==> config.mk <==
export PLATFORM = sky130hd
export DESIGN_NAME = field_threshold_duration_alarm_top
export DESIGN_NICKNAME = d
export VERILOG_FILES = /design/src/fta_pkg.sv /design/src/field_threshold_duration_alarm_top.sv /design/src/fta_cfg_regs.sv /design/src/fta_core.sv
export SDC_FILE = /design/constraint.sdc
export NUM_CORES = 1
export LEC_CHECK = 0
export BUFFER_PORTS_ARGS = -buffer_cell sky130_fd_sc_hd__buf_2
export CAP_MARGIN = 20
export CORE_MARGIN = 10
export CORE_UTILIZATION = 41
export DETAILED_ROUTE_END_ITERATION = 6
export PLACE_DENSITY = 0.67
export RECOVER_POWER = 25
export SETUP_SLACK_MARGIN = 0.02
export SYNTH_ARGS = -nofsm -noshare
export SYNTH_HDL_FRONTEND = slang
export SYNTH_SLANG_ARGS = --single-unit
==> constraint.sdc <==
create_clock -name clk -period 4.4 [get_ports clk]
set_input_delay 0.66 -clock clk [delete_from_list [all_inputs] [get_ports clk]]
set_output_delay 0.66 -clock clk [all_outputs]
set_load 0.01 [all_outputs]
==> src/fta_pkg.sv <==
// Types and constants of the field threshold duration alarm.
`timescale 1ns / 1ps
`default_nettype none

package fta_pkg;

  // Field widths.
  localparam int unsigned SAMPLE_W = 16;
  localparam int unsigned LEVEL_W  = 15;
  localparam int unsigned TICK_W   = 32;
  localparam int unsigned CFG_AW   = 2;
  localparam int unsigned CFG_DW   = 32;
  localparam int unsigned IN_DW    = 48;
  localparam int unsigned OUT_DW   = 24;

  // Register indexes of the configuration port.
  typedef enum logic [CFG_AW-1:0] {
    CFG_ALARM_LEVEL       = 2'd0,
    CFG_HYSTERESIS_BAND   = 2'd1,
    CFG_MEDIUM_HOLD_TICKS = 2'd2,
    CFG_LONG_HOLD_TICKS   = 2'd3
  } cfg_idx_t;

  // Reset values of the registers (level 1.0 and band about 0.1 in Q7.8).
  localparam logic [LEVEL_W-1:0] ALARM_LEVEL_RST       = 15'd256;
  localparam logic [LEVEL_W-1:0] HYSTERESIS_BAND_RST   = 15'd26;
  localparam logic [TICK_W-1:0]  MEDIUM_HOLD_TICKS_RST = 32'd98304;
  localparam logic [TICK_W-1:0]  LONG_HOLD_TICKS_RST   = 32'd196608;

  // Largest magnitude, used when the most negative sample is folded.
  localparam logic [LEVEL_W-1:0] MAG_MAX = '1;

  // Current register contents.
  typedef struct packed {
    logic [LEVEL_W-1:0] alarm_level;
    logic [LEVEL_W-1:0] hysteresis_band;
    logic [TICK_W-1:0]  medium_hold_ticks;
    logic [TICK_W-1:0]  long_hold_ticks;
  } cfg_t;

  // One result beat.
  typedef struct packed {
    logic                       cross_event;
    logic                       alarm_active;
    logic                       medium_event;
    logic                       medium_active;
    logic                       long_event;
    logic                       long_active;
    logic signed [SAMPLE_W-1:0] reported_level;
  } result_t;

endpackage

`default_nettype wire

==> src/field_threshold_duration_alarm_top.sv <==
// Top level of the field threshold duration alarm.
// Usage:
//   in_*  : sample beats, tdata = field_sample (signed Q8.8) then now_tick.
//   out_* : one result beat for every sample beat, in the same order.
//   cfg_* : register writes take effect on the edge where cfg_we is high;
//           write them only while no sample is in flight.
// A beat accepted into the input register is decided as it moves into the
// result register, which it enters once the result slot is free or being
// emptied, and shows on out_tvalid from then on.
// Throughput is one beat per cycle while the receiver accepts; the alarm state
// is updated as each beat enters the result register, so the following beat already sees it.
// The limit is the combinational path from the input register through the
// magnitude, band compares and the 32-bit elapsed-time subtract.
// When the receiver stalls, the result holds and the input register keeps
// one more beat; in_tready then drops until out_tready returns.
// Synchronous reset (rst_n low) empties both registers, clears the alarm,
// duration flags and crossing tick, and restores the register defaults.
`timescale 1ns / 1ps
`default_nettype none

module field_threshold_duration_alarm_top (
  input  wire logic                          clk,
  input  wire logic                          rst_n,
  // field_sample [15:0], now_tick [47:16]
  input  wire logic [fta_pkg::IN_DW-1:0]     in_tdata,
  input  wire logic                          in_tvalid,
  output logic                               in_tready,
  // cross_event [0], alarm_active [1], medium_event [2], medium_active [3],
  // long_event [4], long_active [5], reported_level [21:6], zero [23:22]
  output logic [fta_pkg::OUT_DW-1:0]         out_tdata,
  output logic                               out_tvalid,
  input  wire logic                          out_tready,
  input  wire logic                          cfg_we,
  input  wire logic [fta_pkg::CFG_AW-1:0]    cfg_addr,
  input  wire logic [fta_pkg::CFG_DW-1:0]    cfg_wdata
);

  fta_pkg::cfg_t    cfg;
  fta_pkg::result_t res_nxt;
  fta_pkg::result_t res_r;

  logic                                s1_valid_r;
  logic signed [fta_pkg::SAMPLE_W-1:0] s1_sample_r;
  logic [fta_pkg::TICK_W-1:0]          s1_tick_r;
  logic                                out_valid_r;
  logic                                advance;

  fta_cfg_regs u_cfg_regs (
    .clk       (clk),
    .rst_n     (rst_n),
    .cfg_we    (cfg_we),
    .cfg_addr  (cfg_addr),
    .cfg_wdata (cfg_wdata),
    .cfg       (cfg)
  );

  // The held beat moves on when the result slot is free or being emptied.
  assign advance   = s1_valid_r && (!out_valid_r || out_tready);
  assign in_tready = !s1_valid_r || advance;

  // Input register.
  always_ff @(posedge clk) begin
    if (!rst_n) begin
      s1_valid_r <= 1'b0;
    end else if (in_tready) begin
      s1_valid_r <= in_tvalid;
    end
  end

  always_ff @(posedge clk) begin
    if (in_tready && in_tvalid) begin
      s1_sample_r <= in_tdata[fta_pkg::SAMPLE_W-1:0];
      s1_tick_r   <= in_tdata[fta_pkg::SAMPLE_W +: fta_pkg::TICK_W];
    end
  end

  fta_core u_core (
    .clk     (clk),
    .rst_n   (rst_n),
    .cfg     (cfg),
    .advance (advance),
    .sample  (s1_sample_r),
    .tick    (s1_tick_r),
    .res_nxt (res_nxt)
  );

  // Result register.
  always_ff @(posedge clk) begin
    if (!rst_n) begin
      out_valid_r <= 1'b0;
    end else if (advance) begin
      out_valid_r <= 1'b1;
    end else if (out_tready) begin
      out_valid_r <= 1'b0;
    end
  end

  always_ff @(posedge clk) begin
    if (advance) begin
      res_r <= res_nxt;
    end
  end

  assign out_tvalid = out_valid_r;
  assign out_tdata  = {2'b00, res_r.reported_level, res_r.long_active, res_r.long_event,
                       res_r.medium_active, res_r.medium_event, res_r.alarm_active,
                       res_r.cross_event};

endmodule

`default_nettype wire

==> src/fta_cfg_regs.sv <==
// Configuration registers of the field threshold duration alarm.
`timescale 1ns / 1ps
`default_nettype none

module fta_cfg_regs (
  input  wire logic                      clk,
  input  wire logic                      rst_n,
  input  wire logic                      cfg_we,
  input  wire logic [fta_pkg::CFG_AW-1:0] cfg_addr,
  input  wire logic [fta_pkg::CFG_DW-1:0] cfg_wdata,
  output fta_pkg::cfg_t                  cfg
);

  fta_pkg::cfg_t cfg_r;

  // Writes land at once; each register keeps only its own width.
  always_ff @(posedge clk) begin
    if (!rst_n) begin
      cfg_r.alarm_level       <= fta_pkg::ALARM_LEVEL_RST;
      cfg_r.hysteresis_band   <= fta_pkg::HYSTERESIS_BAND_RST;
      cfg_r.medium_hold_ticks <= fta_pkg::MEDIUM_HOLD_TICKS_RST;
      cfg_r.long_hold_ticks   <= fta_pkg::LONG_HOLD_TICKS_RST;
    end else if (cfg_we) begin
      case (fta_pkg::cfg_idx_t'(cfg_addr))
        fta_pkg::CFG_ALARM_LEVEL: begin
          cfg_r.alarm_level <= cfg_wdata[fta_pkg::LEVEL_W-1:0];
        end
        fta_pkg::CFG_HYSTERESIS_BAND: begin
          cfg_r.hysteresis_band <= cfg_wdata[fta_pkg::LEVEL_W-1:0];
        end
        fta_pkg::CFG_MEDIUM_HOLD_TICKS: begin
          cfg_r.medium_hold_ticks <= cfg_wdata[fta_pkg::TICK_W-1:0];
        end
        fta_pkg::CFG_LONG_HOLD_TICKS: begin
          cfg_r.long_hold_ticks <= cfg_wdata[fta_pkg::TICK_W-1:0];
        end
        default: begin
        end
      endcase
    end
  end

  assign cfg = cfg_r;

endmodule

`default_nettype wire

==> src/fta_core.sv <==
// Threshold decision and alarm state of the field threshold duration alarm.
`timescale 1ns / 1ps
`default_nettype none

module fta_core (
  input  wire logic                              clk,
  input  wire logic                              rst_n,
  input  wire fta_pkg::cfg_t                     cfg,
  input  wire logic                              advance,
  input  wire logic signed [fta_pkg::SAMPLE_W-1:0] sample,
  input  wire logic [fta_pkg::TICK_W-1:0]        tick,
  output fta_pkg::result_t                       res_nxt
);

  logic [fta_pkg::TICK_W-1:0] crossing_tick_r, crossing_tick_nxt;
  logic                       above_r, above_nxt;
  logic                       medium_r, medium_nxt;
  logic                       long_r, long_nxt;

  logic [fta_pkg::SAMPLE_W-1:0] neg_sample;
  logic [fta_pkg::LEVEL_W-1:0]  mag;
  logic [fta_pkg::LEVEL_W:0]    upper;
  logic [fta_pkg::LEVEL_W-1:0]  lower;
  logic                         is_above;
  logic                         is_below;
  logic [fta_pkg::TICK_W-1:0]   elapsed;
  logic                         medium_due;
  logic                         long_due;
  logic                         cross_hit;
  logic                         medium_ev;
  logic                         long_ev;

  // Saturating magnitude, the two band edges and the elapsed-time checks.
  always_comb begin
    neg_sample = fta_pkg::SAMPLE_W'(~sample + 16'sd1);
    if (sample == 16'sh8000) begin
      mag = fta_pkg::MAG_MAX;
    end else if (sample[fta_pkg::SAMPLE_W-1]) begin
      mag = neg_sample[fta_pkg::LEVEL_W-1:0];
    end else begin
      mag = sample[fta_pkg::LEVEL_W-1:0];
    end
    upper    = {1'b0, cfg.alarm_level} + {1'b0, cfg.hysteresis_band};
    lower    = cfg.alarm_level - cfg.hysteresis_band;
    is_above = {1'b0, mag} > upper;
    // A band wider than the level puts the lower edge below zero.
    is_below = (cfg.alarm_level > cfg.hysteresis_band) && (mag < lower);
    elapsed    = tick - crossing_tick_r;
    medium_due = elapsed >= cfg.medium_hold_ticks;
    long_due   = elapsed >= cfg.long_hold_ticks;
  end

  // Crossings and hold-time flag changes.
  always_comb begin
    crossing_tick_nxt = crossing_tick_r;
    above_nxt         = above_r;
    medium_nxt        = medium_r;
    long_nxt          = long_r;
    cross_hit         = 1'b0;
    medium_ev         = 1'b0;
    long_ev           = 1'b0;
    if (is_above) begin
      if (!above_r) begin
        // Upward crossing clears both duration flags without an event.
        cross_hit         = 1'b1;
        crossing_tick_nxt = tick;
        above_nxt         = 1'b1;
        medium_nxt        = 1'b0;
        long_nxt          = 1'b0;
      end else begin
        if (medium_due && !medium_r) begin
          medium_nxt = 1'b1;
          medium_ev  = 1'b1;
        end
        if (long_due && !long_r) begin
          long_nxt = 1'b1;
          long_ev  = 1'b1;
        end
      end
    end else if (is_below) begin
      if (above_r) begin
        cross_hit         = 1'b1;
        crossing_tick_nxt = tick;
        above_nxt         = 1'b0;
      end else begin
        if (medium_due && medium_r) begin
          medium_nxt = 1'b0;
          medium_ev  = 1'b1;
        end
        if (long_due && long_r) begin
          long_nxt = 1'b0;
          long_ev  = 1'b1;
        end
      end
    end
    res_nxt.cross_event    = cross_hit;
    res_nxt.alarm_active   = above_nxt;
    res_nxt.medium_event   = medium_ev;
    res_nxt.medium_active  = medium_nxt;
    res_nxt.long_event     = long_ev;
    res_nxt.long_active    = long_nxt;
    res_nxt.reported_level = sample;
  end

  // State moves on whenever the held beat passes to the result register.
  always_ff @(posedge clk) begin
    if (!rst_n) begin
      crossing_tick_r <= '0;
      above_r         <= 1'b0;
      medium_r        <= 1'b0;
      long_r          <= 1'b0;
    end else if (advance) begin
      crossing_tick_r <= crossing_tick_nxt;
      above_r         <= above_nxt;
      medium_r        <= medium_nxt;
      long_r          <= long_nxt;
    end
  end

endmodule

`default_nettype wire

==> key figures, run 1 <==
Global routing
  • Initial antenna violation count: 0
  • Total track usage: 16.2%
  • Remaining Overflow, GRT: 0
  • Number of global-route vias before repair: 10500
  • First-pass GRT wire length: 52.3 mm
  • Pin count of the biggest net entering global routing: 86

Synth
  • Post-synth ARST share: 0%
  • Synth Flop Type: dfxtp_1
  • Commonest cells post-synth: 264 x nand2_1, 155 x ha_1, 136 x inv_1
  • Synth Warn #: 0
  • Sequential element share of the synthesized area: 36.5%
  • Cell count after synthesis: 1449
  • Mean Syn Cell Area: 8.93 um^2
  • Dominant cells by area after synthesis: dfxtp_1 20%, edfxtp_1 16%, ha_1 15%
  • Post-synth EDFFs: 70
  • Largest area contributor in the netlist: dfxtp_1
  • Yosys top cell area share: 20.3%
  • Synthesized area: 12900 um^2
  • Flops & latches, synth: 201
  • Synth unique cells: 70
  • Most frequent cell after synthesis: nand2_1

Floorplan
  • Core Area: 30800 um^2
  • Chip height: 198 um
  • Row count: 64
  • # IOs: 113
  • Full die area: 39000 um^2
  • Starting Density: 41.9%
  • Die Wd: 198 um

Place
  • Port Buf Inserts: 110
  • Placer Congestion: 0.870
  • Dpl ws: -438 ps
  • Hpwl dp: 24.4 mm

Critical path
  • Critical R2R Capture: u_core.long_r
  • Worst Path Max Fanout: 4
  • R2r setup slk: -80 ps
  • Reg2Reg Launch Point: s1_tick_r[1]
  • Req. time, crit path: 4820 ps
  • CP Capture Type: flop
  • Worst reg-to-reg path cell count: 21
  • Crit Path Category: reg -> reg
  • Worst path arrival time: 4900 ps
  • Crit path launch type: flop

STA
  • Worst-Margin Slew: 996 ps
  • Setup TNS Final: -224 ps
  • Final setup violation count: 3
  • Final setup margin: -82.2 ps
  • Final slew viol count: 0
  • Worst hold slack: 310 ps
  • Post-Route Skew: 10.7 ps
  • Hold Violations, Final: 0
  • Final Cycle Share: 102%
  • Tmin final: 4480 ps
  • Worst slew margin: 33.6%
  • Max Clk Rate: 223 MHz
  • RSZ-0062 raised after global routing: yes

Outcome
  • Failing checks: negative setup slack
  • Status: complete, but fails checks

Detailed routing
  • DRC errors left: 0
  • 1st-pass router iterations: 5
  • Final ANT Viol Nets: 0
  • Routed wire length: 33.4 mm
  • Average wire per standard cell: 16.1 um
  • Vias: 10700
  • Vias per cell: 5.15
  • First DRT Iteration DRCs: 615

CTS
  • CTS tree: done
  • Inserted Clock Buffers: 25
  • CTS clk-pin slew, worst paths: 60 ps
  • Clk_lat worst skew: 520 ps
  • CTS Root Cell: clkbuf_16
  • Clock Sinks: 201
  • Clock Tree Buf Depth: 3
  • H-tree levels: 1

Pwr
  • Pwr per Cell Area: 352 nW/um^2
  • Leak: 6.54 nW
  • VDD IR max: 0.273 mV

Final layout
  • Fill count: 2767
  • Area growth, synth to finish: 24.5%
  • Final net count: 1905
  • Share of layout cells above drive strength 1: 25.8%
  • ANT cells: 0

Run
  • MaxCap Viol Count: 0

Min path
  • Hold EP: s1_sample_r[11]
  • Hold Startpoint: in_tdata[11]
  • Hold path depth: 1
  • Min-delay worst type: in -> reg
## metrics by stage
step	instances	util [%]	power [W]	area, um^2
floorplan	1450	-	0.00307	12900
detailed placement	2010	47.1	0.00351	14500
global placement	2010	47.1	0.00347	14500
CTS	2066	50.9	0.00564	15700
global route	2073	52.2	0.00599	16100
finish	2073	52.2	0.00567	16100
## timing repair
action | 4_1_cts | 5_1_grt
endpoints found under the setup margin | 39 | 39
cloned | 2 | 2
hold endpoints to repair | 0 | 0
hold buffers | 0 | 0
pin swaps | 35 | 46
resized for setup | 49 | 78
buffers inserted | 15 | 6
## placed cells by master, fill, tap and decap left out, types with 34 or more instances in the layout
master,n
a21o_1,40
a21oi_1,70
dfxtp_1,123
nor2_1,51
buf_4,112
xnor2_1,44
ha_1,142
a21boi_0,87
buf_2,106
edfxtp_1,70
inv_1,131
nand2_1,264
o21ai_2,34
## worst max-delay path by stage
| stage | from | endpoint | slack [ps] | cells after the start |
|---|---|---|---|---|
| floorplan | u_cfg_regs.cfg[66] | u_core.crossing_tick_r[11] | 20 | 24 |
| global placement | s1_tick_r[1] | out_tdata[3] | -350 | 20 |
| detailed placement | s1_tick_r[1] | out_tdata[3] | -440 | 20 |
| CTS | s1_tick_r[1] | out_tdata[3] | -190 | 20 |
| global route | s1_tick_r[1] | out_tdata[5] | -340 | 20 |
| finish | s1_tick_r[1] | u_core.long_r | -80 | 21 |
## area by class of cell
class	instances	area (um^2)	area share, %
inverter	137	526	3.26
clock inverter	9	76.3	0.474
timing repair buffer	240	1640	10.2
multi-input combinational	1055	7890	49.0
clock buffer	35	739	4.59
tap	396	495	3.08
sequential	201	4730	29.4
## logic make-up after synthesis
group | count (synthesis) | synth area share [%]
buffers and inverters | 195 | 6.46
XOR/XNOR | 64 | 4.33
AO/OA/AOI/OAI | 363 | 20.0
adder cells (fa/ha/maj) | 158 | 15.5
other | 1 | 0.0290
AND/OR/NAND/NOR | 467 | 17.2
flip-flops | 201 | 36.5
## registers in the layout, indices dropped and copies added (netlist names), 16 cells and up
| signal | flops |
|---|---|
| out_tdata | 22 |
| s1_sample_r | 16 |
| u_cfg_regs.cfg | 94 |
| u_core.crossing_tick_r | 32 |
| s1_tick_r | 32 |
## per-layer routing
metal / routed length [um] / share of wire [%] / global-route usage [%] / vias to the layer above
li1: - / - / - / 5441
met1: 15700 / 47 / 21.1 / 4992
met2: 15600 / 47 / 27.5 / 201
met3: 1360 / 4.1 / 2.45 / 42
met4: 723 / 2.2 / 3.99 / 0
met5: 0 / 0 / 0 / -
## power breakdown
part | switching, W | internal, W | total, W
Sequential | 0.0000564 | 0.00202 | 0.00208
Clock | 0.000798 | 0.00123 | 0.00203
Combinational | 0.000857 | 0.000710 | 0.00157
Total | 0.00171 | 0.00396 | 0.00567
## worst max-delay path: stages, from the launching register on
cell	delay, ps
edfxtp_1	390
ha_1	310
nor2b_4	130
o31a_1	260
a2111oi_2	300
buf_4	170
or3_1	90
and2_4	160
o22ai_4	70
or4b_4	520
a311o_1	310
xnor2_2	160
ha_1	330
nand3_2	100
buf_4	140
a211oi_1	270
a211oi_1	90
o21a_1	130
o21ai_2	100
buf_4	160
and4_1	160
nor3_1	40
(Power assumes the default switching activity.)
==> inputs of run 2 (changes only) <==
CELL_PAD_IN_SITES_DETAIL_PLACEMENT = 0   (was not set)
CELL_PAD_IN_SITES_GLOBAL_PLACEMENT = 1   (was not set)
PLACE_DENSITY = 0.81   (was 0.67)
==> run 2 against run 1 <==
Compared with the run above: sequential share of layout area fell by 0.083 points; critical path type unchanged; maximum frequency fell by 1.0%; clock power fell by 5%; sequential cell count did not move; highest routed layer unchanged; register-to-register slack got worse by 50 ps; clock-buffer cell count fell by 2; setup slack got worse by 46 ps; critical path depth did not move; final cell count rose by 1.2%; die area did not move; combinational power barely moved; the flow finishes with violations (max-capacitance violations, max-slew violations, negative setup slack); clock skew rose by 11 ps.
==> key figures, run 2 (synthesized netlist as in run 1, its figures left out) <==
Outcome
  • Status: complete, but fails checks
  • Failing checks: max-capacitance violations, max-slew violations, negative setup slack

Critical path
  • Req. time, crit path: 4670 ps (-150 ps)
  • Worst path arrival time: 4790 ps (-110 ps)
  • CP Capture Type: flop
  • Crit Path Category: reg -> reg
  • Worst Path Max Fanout: 5 (+1)
  • Crit path launch type: flop

Place
  • Placed cell count: 2022 (+0.60%)
  • Port Buf Inserts: 110 (unchanged)
  • Dpl ws: -495 ps (-57.5 ps)
  • Placer Congestion: 0.909 (+4.6%)
  • Hpwl dp: 24.6 mm (+0.91%)

Global routing
  • GRT met3 Usage: 2.59% (+0.14 points)
  • GR Util met2: 27.6% (+0.076 points)
  • GRT met1 Usage: 21.3% (+0.17 points)
  • Top Usage Layer GRT: met2
  • Remaining Overflow, GRT: 0 (unchanged)
  • Initial antenna violation count: 2 (+2)
  • First-pass GRT wire length: 53.3 mm (+2.0%)
  • Total track usage: 16.4% (+0.16 points)
  • Number of global-route vias before repair: 10600 (+0.90%)
  • Pin count of the biggest net entering global routing: 100 (+16%)

Final layout
  • Fill count: 2862 (+3.4%)
  • Sequential Area: 4730 um^2 (-0.16%)
  • Max reg flops: 94 (unchanged)
  • Final net count: 1925 (+1.0%)
  • Most frequent cells in the layout: 263 x nand2_1, 149 x ha_1, 134 x buf_4, 132 x inv_1, 129 x dfxtp_1
  • Fin cells: 2097 (+1.2%)
  • Area of the multi-input gates: 7820 um^2 (-0.90%)
  • Area growth, synth to finish: 24.7%
  • Commonest non-fill, non-tap cell in the layout: nand2_1
  • Share of layout cells above drive strength 1: 25.7% (-0.13 points)

STA
  • RSZ-0062 raised after global routing: yes
  • Tmin final: 4530 ps (+46.0 ps)
  • Worst hold slack: 301 ps (-8.61 ps)
  • Post-Route Skew: 21.9 ps (+11.2 ps)
  • Final setup margin: -128 ps (-46.0 ps)
  • Max Clk Rate: 221 MHz (-1.0%)
  • Final Cycle Share: 103% (+1.0 points)
  • Hold Violations, Final: 0 (unchanged)
  • Final setup violation count: 38 (+35)
  • Final slew viol count: 48 (+48)
  • Setup TNS Final: -2220 ps (-2000 ps)
  • Worst-Margin Slew: 2350 ps (+1360 ps)
  • Worst slew margin: -56.7% (-90 points)

Pwr
  • Clock network fraction of total power: 34.4% (-1.3 points)
  • Combinational share of power: 28.5% (+0.9 points)
  • Switching share of power: 30.4% (+0.19 points)
  • Pwr per Cell Area: 347 nW/um^2 (-1.4%)
  • Sequential share of power: 37.1% (+0.4 points)
  • VDD IR max: 0.292 mV (+6.8%)
  • Sw Pwr: 0.00170 W (-0.69%)
  • Pint: 0.00390 W (-1.6%)
  • Leak: 6.59 nW (+0.76%)
  • Tot Pwr: 0.00560 W (-1.3%)

Floorplan
  • # IOs: 113 (unchanged)
  • Row count: 64 (unchanged)
  • Starting Density: 41.9% (unchanged)
  • Full die area: 39000 um^2 (unchanged)
  • Core Area: 30800 um^2 (unchanged)
  • Die Wd: 198 um (unchanged)
  • Chip height: 198 um (unchanged)

Detailed routing
  • First DRT Iteration DRCs: 578 (-6.0%)
  • 1st-pass router iterations: 5 (unchanged)
  • Final ANT Viol Nets: 0 (unchanged)
  • Vias: 10700 (+0.11%)
  • DRC errors left: 0 (unchanged)
  • Routed wire length: 33.5 mm (+0.42%)
  • Average wire per standard cell: 16.0 um (-0.73%)
  • Vias per cell: 5.10 (-1.0%)

CTS
  • H-tree levels: 1 (unchanged)
  • Clock Tree Buf Depth: 3 (unchanged)
  • CTS clk-pin slew, worst paths: 60 ps (about the same)
  • Cts hold-fix bufs: 0 (unchanged)
  • Clock Sinks: 201 (unchanged)
  • Inserted Clock Buffers: 24 (-4.0%)
  • CTS tree: done
  • CTS Root Cell: clkbuf_16
  • Clk_lat worst skew: 530 ps (about the same)

Min path
  • Min-delay worst type: in -> reg

Run
  • MaxCap Viol Count: 1 (+1)
run 2: cell count changes in the layout (fill, tap and decap cells not counted), moves of 4 or more:
cell      delta
buf_4       +22
clkbuf_1     +4
ha_1         +7
diode_2      +4
o21ai_1      +4
ha_4         -5
buf_6        -6
dfxtp_2      -6
dfxtp_1      +6
run 2: area by class of cell:
cell class,count,share of cell area [%]
Sequential cell,201,29.3
Multi-Input combinational cell,1055,48.5
Inverter,137,3.26
Clock buffer,33,4.00
Tap cell,396,3.07
Timing Repair Buffer,261,11.1
Clock inverter,10,0.699
Antenna cell,4,0.0621
run 2: worst paths after layout:
check        cells after the start            from           end  slack (ps)
max                             21    s1_tick_r[1]  out_tdata[3]        -130
min                              1    in_tdata[21]  s1_tick_r[5]         300
max reg2reg                     21    s1_tick_r[1]  out_tdata[3]        -130
min reg2reg                      0  s1_sample_r[1]  out_tdata[7]         460
run 2: through the flow:
step	cell area, um^2	util [%]
2_1_floorplan	12900	-
3_3_place_gp	14600	47.4
3_5_place_dp	14600	47.4
4_1_cts	15800	51.1
5_1_grt	16100	52.3
6_report	16100	52.3
run 2: critical path: stages (launching register included):
cell and delay [ps]:
edfxtp_1 390, ha_1 310, nor2b_4 130, o31a_1 290, a2111oi_4 330, or3_1 160, and2_4 150, o22ai_4 70
or4b_4 520, a311o_1 310, xnor2_2 150, ha_1 330, nand3_2 100, nor2_2 100, nand2_2 90, nor3_4 230
a211oi_2 90, o21a_1 110, o21ai_1 70, buf_4 160, a21o_1 130, a21oi_2 50
run 2: timing repair:
action,4_1_cts,5_1_grt
gates resized for setup,46,66
endpoints found under the setup margin,39,40
buffers inserted,15,11
pin swaps,43,83
gates cloned,2,2
run 2: layer usage:
metal / vias to the layer above / routed length, um
met1: 4982 / 15800
met5: - / 0
met4: 0 / 773
li1: 5487 / -
met2: 173 / 15600
met3: 46 / 1370
run 2: power groups by stage:
stage / Combinational (W) / Sequential, W / Clock [W]
5_1_grt: 0.00179 / 0.00209 / 0.00204
4_1_cts: 0.00150 / 0.00208 / 0.00198
2_1_floorplan: 0.000959 / 0.00211 / 0
3_3_place_gp: 0.00139 / 0.00211 / 0
6_report: 0.00160 / 0.00208 / 0.00192
3_5_place_dp: 0.00142 / 0.00212 / 0
